<file path="src/rtl/rssc_pkg.sv">
// Shared types and constants for the rolling shift symbol codec.
`timescale 1ns / 1ps
package rssc_pkg;

  localparam int unsigned CFG_IDX_W = 2;
  localparam logic [CFG_IDX_W-1:0] CFG_ALPHA_LOW  = 2'd0;
  localparam logic [CFG_IDX_W-1:0] CFG_ALPHA_HIGH = 2'd1;
  localparam logic [CFG_IDX_W-1:0] CFG_ALPHA_LEN  = 2'd2;
  localparam logic [CFG_IDX_W-1:0] CFG_SEED       = 2'd3;

  localparam logic [63:0] ALPHA_LOW_RST  = 64'h3736353433323130;
  localparam logic [63:0] ALPHA_HIGH_RST = 64'h4645444342413938;
  localparam logic [4:0]  ALPHA_LEN_RST  = 5'd16;
  localparam logic [30:0] SEED_RST       = 31'd0;

  localparam logic CMD_ENCODE = 1'b0;
  localparam logic CMD_DECODE = 1'b1;

  localparam int unsigned QUEUE_DEPTH = 2;
  localparam int unsigned QUEUE_PTR_W = 1;
  localparam int unsigned QUEUE_CNT_W = 2;

  typedef struct packed {
    logic       command;
    logic       first_of_stream;
    logic [7:0] byte_in;
    logic [7:0] symbol_first;
    logic [7:0] symbol_second;
  } in_item_t;

  typedef struct packed {
    logic [7:0] symbol_high;
    logic [7:0] symbol_low;
    logic [7:0] byte_out;
  } out_item_t;

  typedef struct packed {
    logic       command;
    logic [3:0] shift;
    logic [7:0] byte_in;
    logic [7:0] symbol_first;
    logic [7:0] symbol_second;
  } work_item_t;

  typedef struct packed {
    logic [127:0] alphabet;
    logic [4:0]   radix;
  } codec_cfg_t;

endpackage

</file>
<file path="src/rtl/rssc_seed_mod.sv">
// Bit-serial reduction of the start seed modulo the alphabet length.
`timescale 1ns / 1ps
module rssc_seed_mod
  import rssc_pkg::*;
(
  input  logic        clk,
  input  logic        rst_n,
  input  logic        restart,
  input  logic [30:0] seed,
  input  logic [4:0]  radix,
  output logic [3:0]  seed_mod,
  output logic        busy
);

  logic        busy_r, busy_nxt;
  logic [4:0]  bit_r, bit_nxt;
  logic [3:0]  rem_r, rem_nxt;
  logic [4:0]  trial;
  logic [4:0]  trial_red;

  always_comb begin
    trial     = {rem_r, seed[bit_r]};
    trial_red = (trial >= radix) ? (trial - radix) : trial;
    busy_nxt  = busy_r;
    bit_nxt   = bit_r;
    rem_nxt   = rem_r;
    if (restart) begin
      busy_nxt = 1'b1;
      bit_nxt  = 5'd30;
      rem_nxt  = 4'd0;
    end else if (busy_r) begin
      rem_nxt = trial_red[3:0];
      bit_nxt = bit_r - 5'd1;
      if (bit_r == 5'd0) begin
        busy_nxt = 1'b0;
      end
    end
  end

  always_ff @(posedge clk) begin
    if (!rst_n) begin
      busy_r <= 1'b1;
      bit_r  <= 5'd30;
      rem_r  <= 4'd0;
    end else begin
      busy_r <= busy_nxt;
      bit_r  <= bit_nxt;
      rem_r  <= rem_nxt;
    end
  end

  assign seed_mod = rem_r;
  assign busy     = busy_r;

  a_rem_below_radix: assert property (@(posedge clk) disable iff (!rst_n)
    busy_r |-> ({1'b0, rem_r} < radix))
    else $error("seed remainder out of range");

endmodule

</file>
<file path="src/rtl/rssc_front.sv">
// Front end: accepts transactions, tracks the rolling shift, feeds the queue.
`timescale 1ns / 1ps
module rssc_front
  import rssc_pkg::*;
(
  input  logic       clk,
  input  logic       rst_n,
  input  logic       in_valid,
  output logic       in_stall,
  input  in_item_t   in_data,
  input  logic [4:0] radix,
  input  logic [3:0] seed_mod,
  input  logic       seed_busy,
  input  logic       cfg_we,
  input  logic       q_full,
  output logic       push,
  output work_item_t push_data
);

  logic [3:0] shift_r;
  logic [3:0] shift_red;
  logic [3:0] shift_sel;
  logic [4:0] shift_inc;

  function automatic logic [3:0] mod_small(input logic [3:0] v, input logic [4:0] n);
    logic [4:0] rem;
    logic [4:0] t;
    rem = 5'd0;
    for (int i = 3; i >= 0; i--) begin
      t   = {rem[3:0], v[i]};
      rem = (t >= n) ? (t - n) : t;
    end
    return rem[3:0];
  endfunction

  assign in_stall  = seed_busy || q_full || cfg_we;
  assign push      = in_valid && !in_stall;
  assign shift_red = mod_small(shift_r, radix);
  assign shift_sel = in_data.first_of_stream ? seed_mod : shift_red;
  assign shift_inc = {1'b0, shift_sel} + 5'd1;

  always_comb begin
    push_data.command       = in_data.command;
    push_data.shift         = shift_sel;
    push_data.byte_in       = in_data.byte_in;
    push_data.symbol_first  = in_data.symbol_first;
    push_data.symbol_second = in_data.symbol_second;
  end

  always_ff @(posedge clk) begin
    if (!rst_n) begin
      shift_r <= 4'd0;
    end else if (push) begin
      shift_r <= (shift_inc == radix) ? 4'd0 : shift_inc[3:0];
    end
  end

  a_shift_in_range: assert property (@(posedge clk) disable iff (!rst_n)
    push |-> ({1'b0, shift_sel} < radix))
    else $error("rolling shift not below alphabet length");

endmodule

</file>
<file path="src/rtl/rssc_queue.sv">
// Two-entry queue between the front end and the back end.
`timescale 1ns / 1ps
module rssc_queue
  import rssc_pkg::*;
(
  input  logic       clk,
  input  logic       rst_n,
  input  logic       push,
  input  work_item_t push_data,
  output logic       full,
  input  logic       pop,
  output work_item_t pop_data,
  output logic       nonempty
);

  work_item_t             mem_r [QUEUE_DEPTH];
  logic [QUEUE_PTR_W-1:0] wr_ptr_r;
  logic [QUEUE_PTR_W-1:0] rd_ptr_r;
  logic [QUEUE_CNT_W-1:0] count_r;

  assign full     = (count_r == QUEUE_CNT_W'(QUEUE_DEPTH));
  assign nonempty = (count_r != '0);
  assign pop_data = mem_r[rd_ptr_r];

  always_ff @(posedge clk) begin
    if (push) begin
      mem_r[wr_ptr_r] <= push_data;
    end
  end

  always_ff @(posedge clk) begin
    if (!rst_n) begin
      wr_ptr_r <= '0;
      rd_ptr_r <= '0;
      count_r  <= '0;
    end else begin
      if (push) begin
        wr_ptr_r <= wr_ptr_r + 1'b1;
      end
      if (pop) begin
        rd_ptr_r <= rd_ptr_r + 1'b1;
      end
      if (push && !pop) begin
        count_r <= count_r + 1'b1;
      end else if (pop && !push) begin
        count_r <= count_r - 1'b1;
      end
    end
  end

  a_no_push_full: assert property (@(posedge clk) disable iff (!rst_n)
    full |-> !push)
    else $error("push into full queue");

  a_no_pop_empty: assert property (@(posedge clk) disable iff (!rst_n)
    !nonempty |-> !pop)
    else $error("pop from empty queue");

endmodule

</file>
<file path="src/rtl/rssc_back.sv">
// Back end: serial divide, symbol lookup and search, result register.
`timescale 1ns / 1ps
module rssc_back
  import rssc_pkg::*;
#(
  parameter int unsigned MAX_SYMBOLS = 16
) (
  input  logic       clk,
  input  logic       rst_n,
  input  codec_cfg_t cfg,
  input  logic       q_valid,
  input  work_item_t q_data,
  output logic       q_pop,
  output logic       out_valid,
  input  logic       out_stall,
  output out_item_t  out_data
);

  typedef enum logic [3:0] {
    BK_IDLE = 4'b0001,
    BK_DIVQ = 4'b0010,
    BK_DIVM = 4'b0100,
    BK_FIN  = 4'b1000
  } bk_state_t;

  bk_state_t  state_r, state_nxt;
  logic [2:0] cnt_r, cnt_nxt;
  logic [3:0] rem_r, rem_nxt;
  logic [7:0] quo_r, quo_nxt;
  logic [3:0] rdig_r, rdig_nxt;
  work_item_t work_r, work_nxt;
  logic       out_valid_r, out_valid_nxt;
  out_item_t  out_data_r, out_data_nxt;

  logic [4:0] trial;
  logic       trial_ge;
  logic [4:0] trial_red;
  logic       out_load;
  out_item_t  result;
  logic [3:0] idx_first;
  logic [3:0] idx_second;
  logic [3:0] dig_first;
  logic [3:0] dig_second;
  logic [9:0] dec_sum;

  function automatic logic [7:0] sym_at(input logic [127:0] alpha, input logic [3:0] idx);
    return alpha[{idx, 3'b000} +: 8];
  endfunction

  function automatic logic [3:0] add_mod(input logic [3:0] a, input logic [3:0] b,
                                         input logic [4:0] n);
    logic [4:0] sum;
    sum = {1'b0, a} + {1'b0, b};
    if (sum >= n) begin
      sum = sum - n;
    end
    return sum[3:0];
  endfunction

  function automatic logic [3:0] sub_mod(input logic [3:0] a, input logic [3:0] b,
                                         input logic [4:0] n);
    logic [5:0] dif;
    dif = {2'b00, a} + {1'b0, n} - {2'b00, b};
    if (dif >= {1'b0, n}) begin
      dif = dif - {1'b0, n};
    end
    return dif[3:0];
  endfunction

  function automatic logic [3:0] find_idx(input logic [127:0] alpha, input logic [7:0] sym,
                                          input logic [4:0] n);
    logic [3:0] found;
    found = 4'd0;
    for (int i = 0; i < MAX_SYMBOLS; i++) begin
      if ((5'(i) < n) && (sym_at(alpha, 4'(i)) == sym)) begin
        found = 4'(i);
      end
    end
    return found;
  endfunction

  assign trial     = {rem_r, quo_r[7]};
  assign trial_ge  = (trial >= cfg.radix);
  assign trial_red = trial_ge ? (trial - cfg.radix) : trial;

  assign idx_first  = find_idx(cfg.alphabet, work_r.symbol_first, cfg.radix);
  assign idx_second = find_idx(cfg.alphabet, work_r.symbol_second, cfg.radix);
  assign dig_first  = sub_mod(idx_first, work_r.shift, cfg.radix);
  assign dig_second = sub_mod(idx_second, work_r.shift, cfg.radix);
  assign dec_sum    = 10'(dig_first) * 10'(cfg.radix) + 10'(dig_second);

  always_comb begin
    if (work_r.command == CMD_ENCODE) begin
      result.symbol_high = sym_at(cfg.alphabet, add_mod(rem_r, work_r.shift, cfg.radix));
      result.symbol_low  = sym_at(cfg.alphabet, add_mod(rdig_r, work_r.shift, cfg.radix));
      result.byte_out    = 8'd0;
    end else begin
      result.symbol_high = 8'd0;
      result.symbol_low  = 8'd0;
      result.byte_out    = dec_sum[7:0];
    end
  end

  assign out_load = (state_r == BK_FIN) && (!out_valid_r || !out_stall);
  assign q_pop    = (state_r == BK_IDLE) && q_valid;

  always_comb begin
    state_nxt     = state_r;
    cnt_nxt       = cnt_r;
    rem_nxt       = rem_r;
    quo_nxt       = quo_r;
    rdig_nxt      = rdig_r;
    work_nxt      = work_r;
    out_valid_nxt = out_valid_r;
    out_data_nxt  = out_data_r;
    if (out_valid_r && !out_stall) begin
      out_valid_nxt = 1'b0;
    end
    unique case (state_r)
      BK_IDLE: begin
        if (q_valid) begin
          work_nxt = q_data;
          quo_nxt  = q_data.byte_in;
          rem_nxt  = 4'd0;
          cnt_nxt  = 3'd0;
          state_nxt = (q_data.command == CMD_ENCODE) ? BK_DIVQ : BK_FIN;
        end
      end
      BK_DIVQ: begin
        quo_nxt = {quo_r[6:0], trial_ge};
        rem_nxt = trial_red[3:0];
        cnt_nxt = cnt_r + 3'd1;
        if (cnt_r == 3'd7) begin
          rdig_nxt  = trial_red[3:0];
          rem_nxt   = 4'd0;
          state_nxt = BK_DIVM;
        end
      end
      BK_DIVM: begin
        quo_nxt = {quo_r[6:0], trial_ge};
        rem_nxt = trial_red[3:0];
        cnt_nxt = cnt_r + 3'd1;
        if (cnt_r == 3'd7) begin
          state_nxt = BK_FIN;
        end
      end
      BK_FIN: begin
        if (out_load) begin
          out_valid_nxt = 1'b1;
          out_data_nxt  = result;
          state_nxt     = BK_IDLE;
        end
      end
      default: begin
        state_nxt = BK_IDLE;
      end
    endcase
  end

  always_ff @(posedge clk) begin
    if (!rst_n) begin
      state_r     <= BK_IDLE;
      cnt_r       <= 3'd0;
      out_valid_r <= 1'b0;
    end else begin
      state_r     <= state_nxt;
      cnt_r       <= cnt_nxt;
      out_valid_r <= out_valid_nxt;
    end
  end

  always_ff @(posedge clk) begin
    rem_r      <= rem_nxt;
    quo_r      <= quo_nxt;
    rdig_r     <= rdig_nxt;
    work_r     <= work_nxt;
    out_data_r <= out_data_nxt;
  end

  assign out_valid = out_valid_r;
  assign out_data  = out_data_r;

  a_div_rem_range: assert property (@(posedge clk) disable iff (!rst_n)
    ((state_r == BK_DIVQ) || (state_r == BK_DIVM)) |-> ({1'b0, rem_r} < cfg.radix))
    else $error("divider remainder not below radix");

endmodule

</file>
<file path="src/rtl/rolling_shift_symbol_codec.sv">
// Top level of the rolling shift symbol codec: config registers and block wiring.
//
//   port group  direction  handshake          payload
//   in_*        input      in_valid/in_stall   in_item_t (command, first_of_stream, byte, symbols)
//   out_*       output     out_valid/out_stall out_item_t (symbol_high, symbol_low, byte_out)
//   cfg_*       input      cfg_we              cfg_index, cfg_wdata (64 bits)
//
// In the back end an encode runs a queue pop, two 8-step serial divides, then the result.
// A decode runs a queue pop, then the result; while in_stall is low the front end takes one
// transaction a cycle into a two-entry queue, so the serial divider sets the sustained rate.
// After reset and after every config write the seed is reduced modulo the alphabet length
// one bit a cycle over its 31 bits; in_stall is high during that pass.
// A stalled result stays in the output register while the queue keeps filling.
`timescale 1ns / 1ps
module rolling_shift_symbol_codec
  import rssc_pkg::*;
#(
  parameter int unsigned MAX_SYMBOLS = 16
) (
  input  logic                 clk,
  input  logic                 rst_n,
  input  logic                 in_valid,
  output logic                 in_stall,
  input  in_item_t             in_data,
  output logic                 out_valid,
  input  logic                 out_stall,
  output out_item_t            out_data,
  input  logic                 cfg_we,
  input  logic [CFG_IDX_W-1:0] cfg_index,
  input  logic [63:0]          cfg_wdata
);

  logic [63:0] alpha_low_r;
  logic [63:0] alpha_high_r;
  logic [4:0]  alpha_len_r;
  logic [30:0] seed_r;
  logic [4:0]  radix;
  codec_cfg_t  cfg;
  logic [3:0]  seed_mod;
  logic        seed_busy;
  logic        q_full;
  logic        q_push;
  work_item_t  q_push_data;
  logic        q_pop;
  work_item_t  q_pop_data;
  logic        q_nonempty;

  always_ff @(posedge clk) begin
    if (!rst_n) begin
      alpha_low_r  <= ALPHA_LOW_RST;
      alpha_high_r <= ALPHA_HIGH_RST;
      alpha_len_r  <= ALPHA_LEN_RST;
      seed_r       <= SEED_RST;
    end else if (cfg_we) begin
      unique case (cfg_index)
        CFG_ALPHA_LOW:  alpha_low_r  <= cfg_wdata;
        CFG_ALPHA_HIGH: alpha_high_r <= cfg_wdata;
        CFG_ALPHA_LEN:  alpha_len_r  <= cfg_wdata[4:0];
        CFG_SEED:       seed_r       <= cfg_wdata[30:0];
        default: ;
      endcase
    end
  end

  always_comb begin
    if (alpha_len_r == 5'd0) begin
      radix = 5'd1;
    end else if (alpha_len_r > 5'(MAX_SYMBOLS)) begin
      radix = 5'(MAX_SYMBOLS);
    end else begin
      radix = alpha_len_r;
    end
    cfg.alphabet = {alpha_high_r, alpha_low_r};
    cfg.radix    = radix;
  end

  rssc_seed_mod u_seed_mod (
    .clk      (clk),
    .rst_n    (rst_n),
    .restart  (cfg_we),
    .seed     (seed_r),
    .radix    (radix),
    .seed_mod (seed_mod),
    .busy     (seed_busy)
  );

  rssc_front u_front (
    .clk       (clk),
    .rst_n     (rst_n),
    .in_valid  (in_valid),
    .in_stall  (in_stall),
    .in_data   (in_data),
    .radix     (radix),
    .seed_mod  (seed_mod),
    .seed_busy (seed_busy),
    .cfg_we    (cfg_we),
    .q_full    (q_full),
    .push      (q_push),
    .push_data (q_push_data)
  );

  rssc_queue u_queue (
    .clk       (clk),
    .rst_n     (rst_n),
    .push      (q_push),
    .push_data (q_push_data),
    .full      (q_full),
    .pop       (q_pop),
    .pop_data  (q_pop_data),
    .nonempty  (q_nonempty)
  );

  rssc_back #(
    .MAX_SYMBOLS (MAX_SYMBOLS)
  ) u_back (
    .clk       (clk),
    .rst_n     (rst_n),
    .cfg       (cfg),
    .q_valid   (q_nonempty),
    .q_data    (q_pop_data),
    .q_pop     (q_pop),
    .out_valid (out_valid),
    .out_stall (out_stall),
    .out_data  (out_data)
  );

endmodule
</file>
<file path="config.mk">
export PLATFORM = sky130hd
export DESIGN_NAME = rolling_shift_symbol_codec
export DESIGN_NICKNAME = d
export VERILOG_FILES = /design/src/rtl/rssc_pkg.sv /design/src/rtl/rssc_seed_mod.sv /design/src/rtl/rssc_front.sv /design/src/rtl/rssc_queue.sv /design/src/rtl/rssc_back.sv /design/src/rtl/rolling_shift_symbol_codec.sv
export SDC_FILE = /design/constraint.sdc
export NUM_CORES = 1
export LEC_CHECK = 0
export BUFFER_PORTS_ARGS = -buffer_cell sky130_fd_sc_hd__buf_2
export CAP_MARGIN = 5
export CORE_UTILIZATION = 30
export CTS_CLUSTER_DIAMETER = 200
export DETAILED_ROUTE_END_ITERATION = 7
export MAX_ROUTING_LAYER = met4
export PLACE_DENSITY_LB_ADDON = 0.2
export RECOVER_POWER = 25
export SLEW_MARGIN = 25
export SYNTH_ARGS = -nofsm -noshare
export SYNTH_HDL_FRONTEND = slang
export SYNTH_HIERARCHICAL = 1
export SYNTH_SLANG_ARGS = --single-unit
</file>
<file path="constraint.sdc">
create_clock -name clk -period 9.6 [get_ports clk]
set_input_delay 1.92 -clock clk [delete_from_list [all_inputs] [get_ports clk]]
set_output_delay 1.92 -clock clk [all_outputs]
set_load 0.02 [all_outputs]
</file>
[After elaboration in Yosys (flattened, before gate mapping)]
Memories as Yosys holds them, arrays and structs flattened. A register that Yosys moved wholly into a read port is not among the register bits.
Cells that the tools add are included.
Storage, ports and cells
  register bits after elaboration: 251
  latch bits: 0
  RAM bits: 58
  memory bits (read-only): 0
  bits of input ports: 97
  output and inout bits: 26
  memories: 1
Memories
  u_queue.mem_r: depth 2, bits a word 29, rd ports 1, clocked after Yosys merged registers in 1, wr ports 1, RTL line rssc_queue.sv:16  | work_item_t mem_r [QUEUE_DEPTH];
Cells by class
  add/subtract/negate cells: 24
  multipliers: 1
  div/mod/pow operators: 0
  order comparisons: 27
  eq/ne operators: 44
  shift-type cells: 2
  muxes and demuxes: 72
  bitwise logic cells: 1
  reductions and logical operators: 63
Operator list (number)
  $shiftx A128 B8 Y8: 2
  $eq A8 B8 Y1: 30
  $mux W4: 37
  $lt A4 B5 Y1 const A: 8
  $logic_and A1 B1 Y1: 36
  $sub A4 B4 Y4: 9
  $ge A5 B5 Y1: 7
  $mux W3: 9
  $lt A3 B5 Y1 const A: 4
  $reduce_and A2 Y1: 9
  $pmux W4 S4: 1
  $pmux W8 S2: 1
  $add A4 B5 Y6: 2
  $ge A6 B5 Y1: 2
  $mux W1: 12
  $mux W2: 6
  $pmux W4 S3: 1
  $sub A6 B4 Y6: 2
  $add A4 B4 Y5: 2
  $logic_not A5 Y1: 2
  $lt A2 B5 Y1 const A: 2
  $mux W5: 2
  $add A8 B4 Y8: 1
  $mul A4 B5 Y8: 1
  31 further kinds: 46

[Depth between registers and ports, before layout]
  depth after elaboration: 26
  mapped depth: 38

[By module]
The synthesis kept the hierarchy.
By module, submodules not included
  rssc_back: times used 1, cells each 1398, area each 10875.4 um^2
  rolling_shift_symbol_codec: times used 1, cells each 660, area each 6461.2 um^2
  rssc_queue: times used 1, cells each 112, area each 2313.5 um^2
  rssc_front: times used 1, cells each 179, area each 1410.1 um^2
  rssc_seed_mod: times used 1, cells each 104, area each 920.9 um^2

[Worst setup path after synthesis]
OpenSTA, ideal clock, no wires.
  path kind: register to register
  start: register alpha_len_r[1]
  end: register u_back.out_data_r, in the netlist u_back/out_data[7], data pin
  library setup time: 0.255 ns
  arrival time: 8.248 ns
  data required time: 9.345 ns
  slack: 1.097 ns
  cell stages (with the launch flop): 34
  path buffers: 1
  cells stage by stage: dfxtp_1 or3_1 a21oi_1 clkbuf_1 o21ai_0 and3_1 or3_1 a31oi_1 o31ai_1 fa_1 inv_1 fa_1 inv_1 a21o_1 a21oi_1 xnor2_1 ha_1 a21oi_1 o21ai_0 nor2_1 mux2_2 nand2_1 fa_1 fa_1 fa_1 inv_1 ha_1 nor2b_1 o21ai_0 a21boi_0 o21ai_0 and3_1 o221ai_1 a21bo_2
Between the ends
  word-level cells in the longest chain between the ends: 26
  elaborated cells on any way between the ends: 91
  classes of those cells: add/sub (7); mul (1); order compare (18); mux (34); reduce/logical (31)
RTL lines
  start, declared: RTL line rolling_shift_symbol_codec.sv:35  | logic [4:0] alpha_len_r;
  start signal, assigned: RTL line rolling_shift_symbol_codec.sv:58  | CFG_ALPHA_LEN: alpha_len_r <= cfg_wdata[4:0];
  $gt A5 B5 Y1: RTL line rolling_shift_symbol_codec.sv:68  | end else if (alpha_len_r > 5'(MAX_SYMBOLS)) begin
  $mux W5: RTL line rolling_shift_symbol_codec.sv:68
  $mux W5 *: RTL line rolling_shift_symbol_codec.sv:66  | if (alpha_len_r == 5'd0) begin
  via radix[0]: RTL line rolling_shift_symbol_codec.sv:37  | logic [4:0] radix;
  $lt A1 B5 Y1: RTL line rssc_back.sv:75  | if ((5'(i) < n) && (sym_at(alpha, 4'(i)) == sym)) begin
  $logic_and A1 B1 Y1: RTL line rssc_back.sv:75
  $mux W1: RTL line rssc_back.sv:75
  $mux W2 (2 in a row): RTL line rssc_back.sv:75
  $mux W3 (4 in a row): RTL line rssc_back.sv:75
  $mux W4 (8 in a row): RTL line rssc_back.sv:75
  $add A4 B5 Y6: RTL line rssc_back.sv:63  | dif = {2'b00, a} + {1'b0, n} - {2'b00, b};
  $sub A6 B4 Y6: RTL line rssc_back.sv:63
  $ge A6 B5 Y1 or $sub A4 B4 Y4 (tied branches): RTL line rssc_back.sv:64, rssc_back.sv:65
  $mux W4: RTL line rssc_back.sv:64  | if (dif >= {1'b0, n}) begin
  $mul A4 B5 Y8: RTL line rssc_back.sv:90  | assign dec_sum = 10'(dig_first) * 10'(cfg.radix) + 10'(dig_second);
  $add A8 B4 Y8 *: RTL line rssc_back.sv:90
  end signal, assigned: RTL line rssc_back.sv:177  | out_data_r <= out_data_nxt;
  end, declared: RTL line rssc_back.sv:33  | out_item_t out_data_r, out_data_nxt;
Mark *: on every way through the listed nets, which the timed path passes. The rest lies on a longest branch.
A chain may end at the register's enable or synchronous reset.

[Worst setup path after layout]
  start: register alpha_len_r[4]
  end: register u_back.out_data_r, in the netlist u_back/out_data[7], data pin
Same word-level chain as after synthesis.

==> summary.txt <==
Timing
  – Min Clock Period, post-route: 8.892 ns
  – Final clock period utilization by the worst path: 0.9263
  – Hold Fails Final Rpt: 0
  – Max-slew violation total from the final report: 64
  – Final setup violation count: 0
  – Unrepaired setup endpoints after global routing: false
  – Setup TNS after final layout: 0 ns
  – Worst-margin pin slew: 1.883 ns
  – Normalized max-slew margin: -0.2555
  – Max Freq: 112.5 MHz
  – Worst-case clock skew: 0.02920 ns

Global routing
  – Global-route usage over all layers: 0.2308
  – GRT overflow: 0
  – Via count of the first global-routing pass: 18600
  – Number of antenna violations at the first check in global routing: 7
  – Global-route wire length before repair: 124200 µm
  – Pin count of the biggest net entering global routing: 92

Die
  – Die outline area: 74360 µm²
  – Height of the chip: 272.7 µm
  – Row count: 98
  – Chip width: 272.7 µm
  – CORE AREA: 71980 µm²
  – Number of I/O pins: 123
  – Effective utilization at floorplan: 0.3054

Synthesis
  – Number of enable flip-flop cells after synthesis: 119
  – Top_reg_cell synth: sky130_fd_sc_hd__dfxtp_1
  – Sequential area share after synthesis: 0.3365
  – Post-Syn Instances: 2453
  – Avg Cell Area, Syn: 8.961 µm²
  – Number of flip-flops and latches in the synthesized netlist: 310
  – Syn nets: 2663
  – Cell variety after synth: 99
  – FFs w/ async S/R, synth: 0
  – Mapped cell area: 21980 µm²
  – Yosys warning total: 6

Critical path
  – Arrival time reported for the critical path endpoint: 9.22 ns
  – Maximum fanout along the worst path: 22
  – Library cell contributing the largest single delay on the critical path: sky130_fd_sc_hd__or4_1
  – CP endpoint kind: flip-flop
  – Startpoint class of the critical path: flip-flop
  – Reg-to-Reg Start: alpha_len_r[4]
  – Largest stage delay on the critical path: 0.59 ns
  – R2R Setup Slk: 0.71 ns
  – Reg2Reg Capture Point: u_back/out_data[7]
  – Critical path start-end classification: flip-flop to flip-flop
  – Path depth of the worst reg2reg path: 36
  – Critical path required time: 9.93 ns

Drt
  – First-pass DRT Iterations: 6
  – Number of nets with antenna violations after routing: 0
  – Via density per instance: 5.438
  – Count of routing violations after the opening detailed-route iteration: 1840
  – WL final: 84950 µm
  – Avg WL per Cell: 24.35 µm
  – Total via count in the routed design: 18970
  – Post-route DRC: 0

Clock tree
  – Cts hold-fix bufs: 0
  – Level count of the clock H-tree: 2
  – Number of gates given a new drive strength after cts: 0
  – Setup repair bufs after CTS: 0
  – Clk root buf: sky130_fd_sc_hd__clkbuf_16
  – Clock slew at reported path FFs: 0.07 ns
  – Clock tree sinks: 310
  – Clk Latency, worst-skew pair: 0.58 ns
  – CTS Buf Count: 38
  – CTS tree: yes
  – Number of buffers between clock root and the deepest sink: 3

Layout
  – Post-layout nets: 2714
  – Commonest non-fill, non-tap cell in the layout: sky130_fd_sc_hd__nand2_1
  – Area delta synth->final: 13.01%
  – Most frequent cells in the layout: sky130_fd_sc_hd__nand2_1, sky130_fd_sc_hd__nand3_1, sky130_fd_sc_hd__dfxtp_1
  – Utilization of the core after routing: 0.3451
  – Share of cells above drive strength 1: 0.1271

Status
  – Run status: complete, but fails checks
  – Violated checks: capacitance limit, slew limit

Min path
  – Hold Path End: alpha_len_r[0]
  – Cells on Worst Hold Path: 2
  – HP Start: alpha_len_r[0]
  – Path type of the worst min-delay path: flip-flop to flip-flop

Pwr
  – Leakage power summed over all cells: 9.899 nW
  – Final total power: 7.494 mW
  – Pwr dens: 301.7 nW/µm²
  – Worst VDD drop: 0.0004423 V

Place
  – Buffers added on ports: 122
  – DPL Wire Length: 64020 µm
  – Global placer's final weighted congestion: 1.015

Run
  – Number of maximum-capacitance constraint violations: 2
## cells in the mapped netlist, types with 7 or more instances
cell type                   count  area share
sky130_fd_sc_hd__nand4_1       58       0.017
sky130_fd_sc_hd__buf_2         62       0.014
sky130_fd_sc_hd__a21oi_1       42      0.0096
sky130_fd_sc_hd__mux2i_1      172       0.078
sky130_fd_sc_hd__fa_1          27       0.025
sky130_fd_sc_hd__o21ai_0      133       0.030
sky130_fd_sc_hd__nor4_1        25      0.0071
sky130_fd_sc_hd__clkbuf_1      77       0.013
sky130_fd_sc_hd__o21a_1         7      0.0024
sky130_fd_sc_hd__nand3_1      236       0.054
sky130_fd_sc_hd__edfxtp_1     119        0.16
sky130_fd_sc_hd__and3_1        13      0.0037
sky130_fd_sc_hd__nor2_1        66       0.011
sky130_fd_sc_hd__and2_1        15      0.0043
sky130_fd_sc_hd__nand2_1      285       0.049
sky130_fd_sc_hd__o22ai_1       18      0.0051
sky130_fd_sc_hd__nand2b_1      14      0.0040
sky130_fd_sc_hd__inv_1        110       0.019
sky130_fd_sc_hd__nand4b_1      17      0.0068
sky130_fd_sc_hd__nand4bb_1     18      0.0092
sky130_fd_sc_hd__a21o_1        21      0.0072
sky130_fd_sc_hd__a31oi_1        9      0.0026
sky130_fd_sc_hd__dfxtp_1      191        0.17
sky130_fd_sc_hd__o21ai_1        8      0.0018
sky130_fd_sc_hd__nor2b_1       61       0.017
sky130_fd_sc_hd__xor2_1       114       0.045
sky130_fd_sc_hd__o211ai_1      36       0.012
sky130_fd_sc_hd__nor3_1        30      0.0068
sky130_fd_sc_hd__mux2_2        41       0.021
sky130_fd_sc_hd__ha_1          86       0.049
sky130_fd_sc_hd__buf_4         34       0.012
sky130_fd_sc_hd__xnor2_1      169       0.067
sky130_fd_sc_hd__or3_1         11      0.0031
## layer usage
| metal | vias to the layer above | wire length, µm | track usage |
|---|---|---|---|
| met5 | - | 0 | - |
| met4 | 0 | 2634 | 0.07540 |
| met3 | 134 | 5920 | 0.03585 |
| met2 | 797 | 38980 | 0.3641 |
| met1 | 9250 | 37410 | 0.3004 |
| li1 | 8788 | - | - |
## metrics by stage
step | instance area (µm²) | std cells | setup WS (ns) | hold WS [ns]
after floorplan | 21980 | 2453 | 1.097 | 0.4334
after global placement | 23460 | 3411 | 0.7834 | 0.4457
after detailed placement | 23490 | 3413 | 0.7179 | 0.4550
after CTS | 24840 | 3483 | 0.7224 | 0.4620
after global routing | 24830 | 3485 | 0.08953 | 0.4818
final | 24840 | 3488 | 0.7078 | 0.4596
## worst max-delay path by stage
stage	from	endpoint	slack [ns]	cells after the start
final	alpha_len_r[4]	u_back/out_data[7]	0.71	36
after global routing	alpha_len_r[4]	u_back/out_data[7]	0.09	36
after CTS	alpha_len_r[1]	u_back/out_data[7]	0.72	32
after detailed placement	alpha_len_r[1]	u_back/out_data[7]	0.72	37
after global placement	alpha_len_r[1]	u_back/out_data[7]	0.78	37
after floorplan	alpha_len_r[1]	u_back/out_data[7]	1.10	33
## flip-flops by register name, indices dropped and copies added (netlist names), 8 cells and up, named ones only
register	flops
u_queue/mem_r	58
u_back/work_r	21
alpha_high_r	64
u_back/quo_r	8
alpha_low_r	64
u_back/out_data	24
seed_r	31
## final cells by class
cell class	instances	area, µm²
fill	7366	47140
multi-input combinational	1848	13330
sequential	310	7397
tap	950	1189
timing repair buffer	193	1144
clock buffer	50	1036
inverter	113	425.4
clock inverter	20	312.8
antenna	4	10.01
## where the power goes
group / total [mW] / switching (mW) / leakage, nW / internal (mW)
combinational: 4.21 / 2.79 / 6.60 / 1.42
sequential: 1.73 / 0.198 / 2.64 / 1.54
clock: 1.55 / 0.615 / 0.659 / 0.935
total: 7.49 / 3.61 / 9.90 / 3.89
## critical path, delay by kind of cell, from the launching register on
kind,cells,cell delay [ns]
XOR/XNOR,1,0.13
multiplexers,1,0.41
AO/OA/AOI/OAI,14,2.20
adder cells (fa/ha/maj),8,3.05
AND/OR/NAND/NOR,6,1.71
flip-flops,1,0.33
buffers and inverters,6,0.81
## kinds of logic after synthesis
| kind of cell | count (synthesis) | share of synthesized area |
|---|---|---|
| AOI/OAI and AO/OA | 354 | 0.1060 |
| adders and majority gates | 113 | 0.07354 |
| buffers and inverters | 295 | 0.06193 |
| DFF | 310 | 0.3365 |
| muxes | 217 | 0.1027 |
| xor gates and xnor gates | 284 | 0.1138 |
| and+or+nand+nor | 880 | 0.2054 |
No activity file was read; power rests on OpenSTA's default activity.
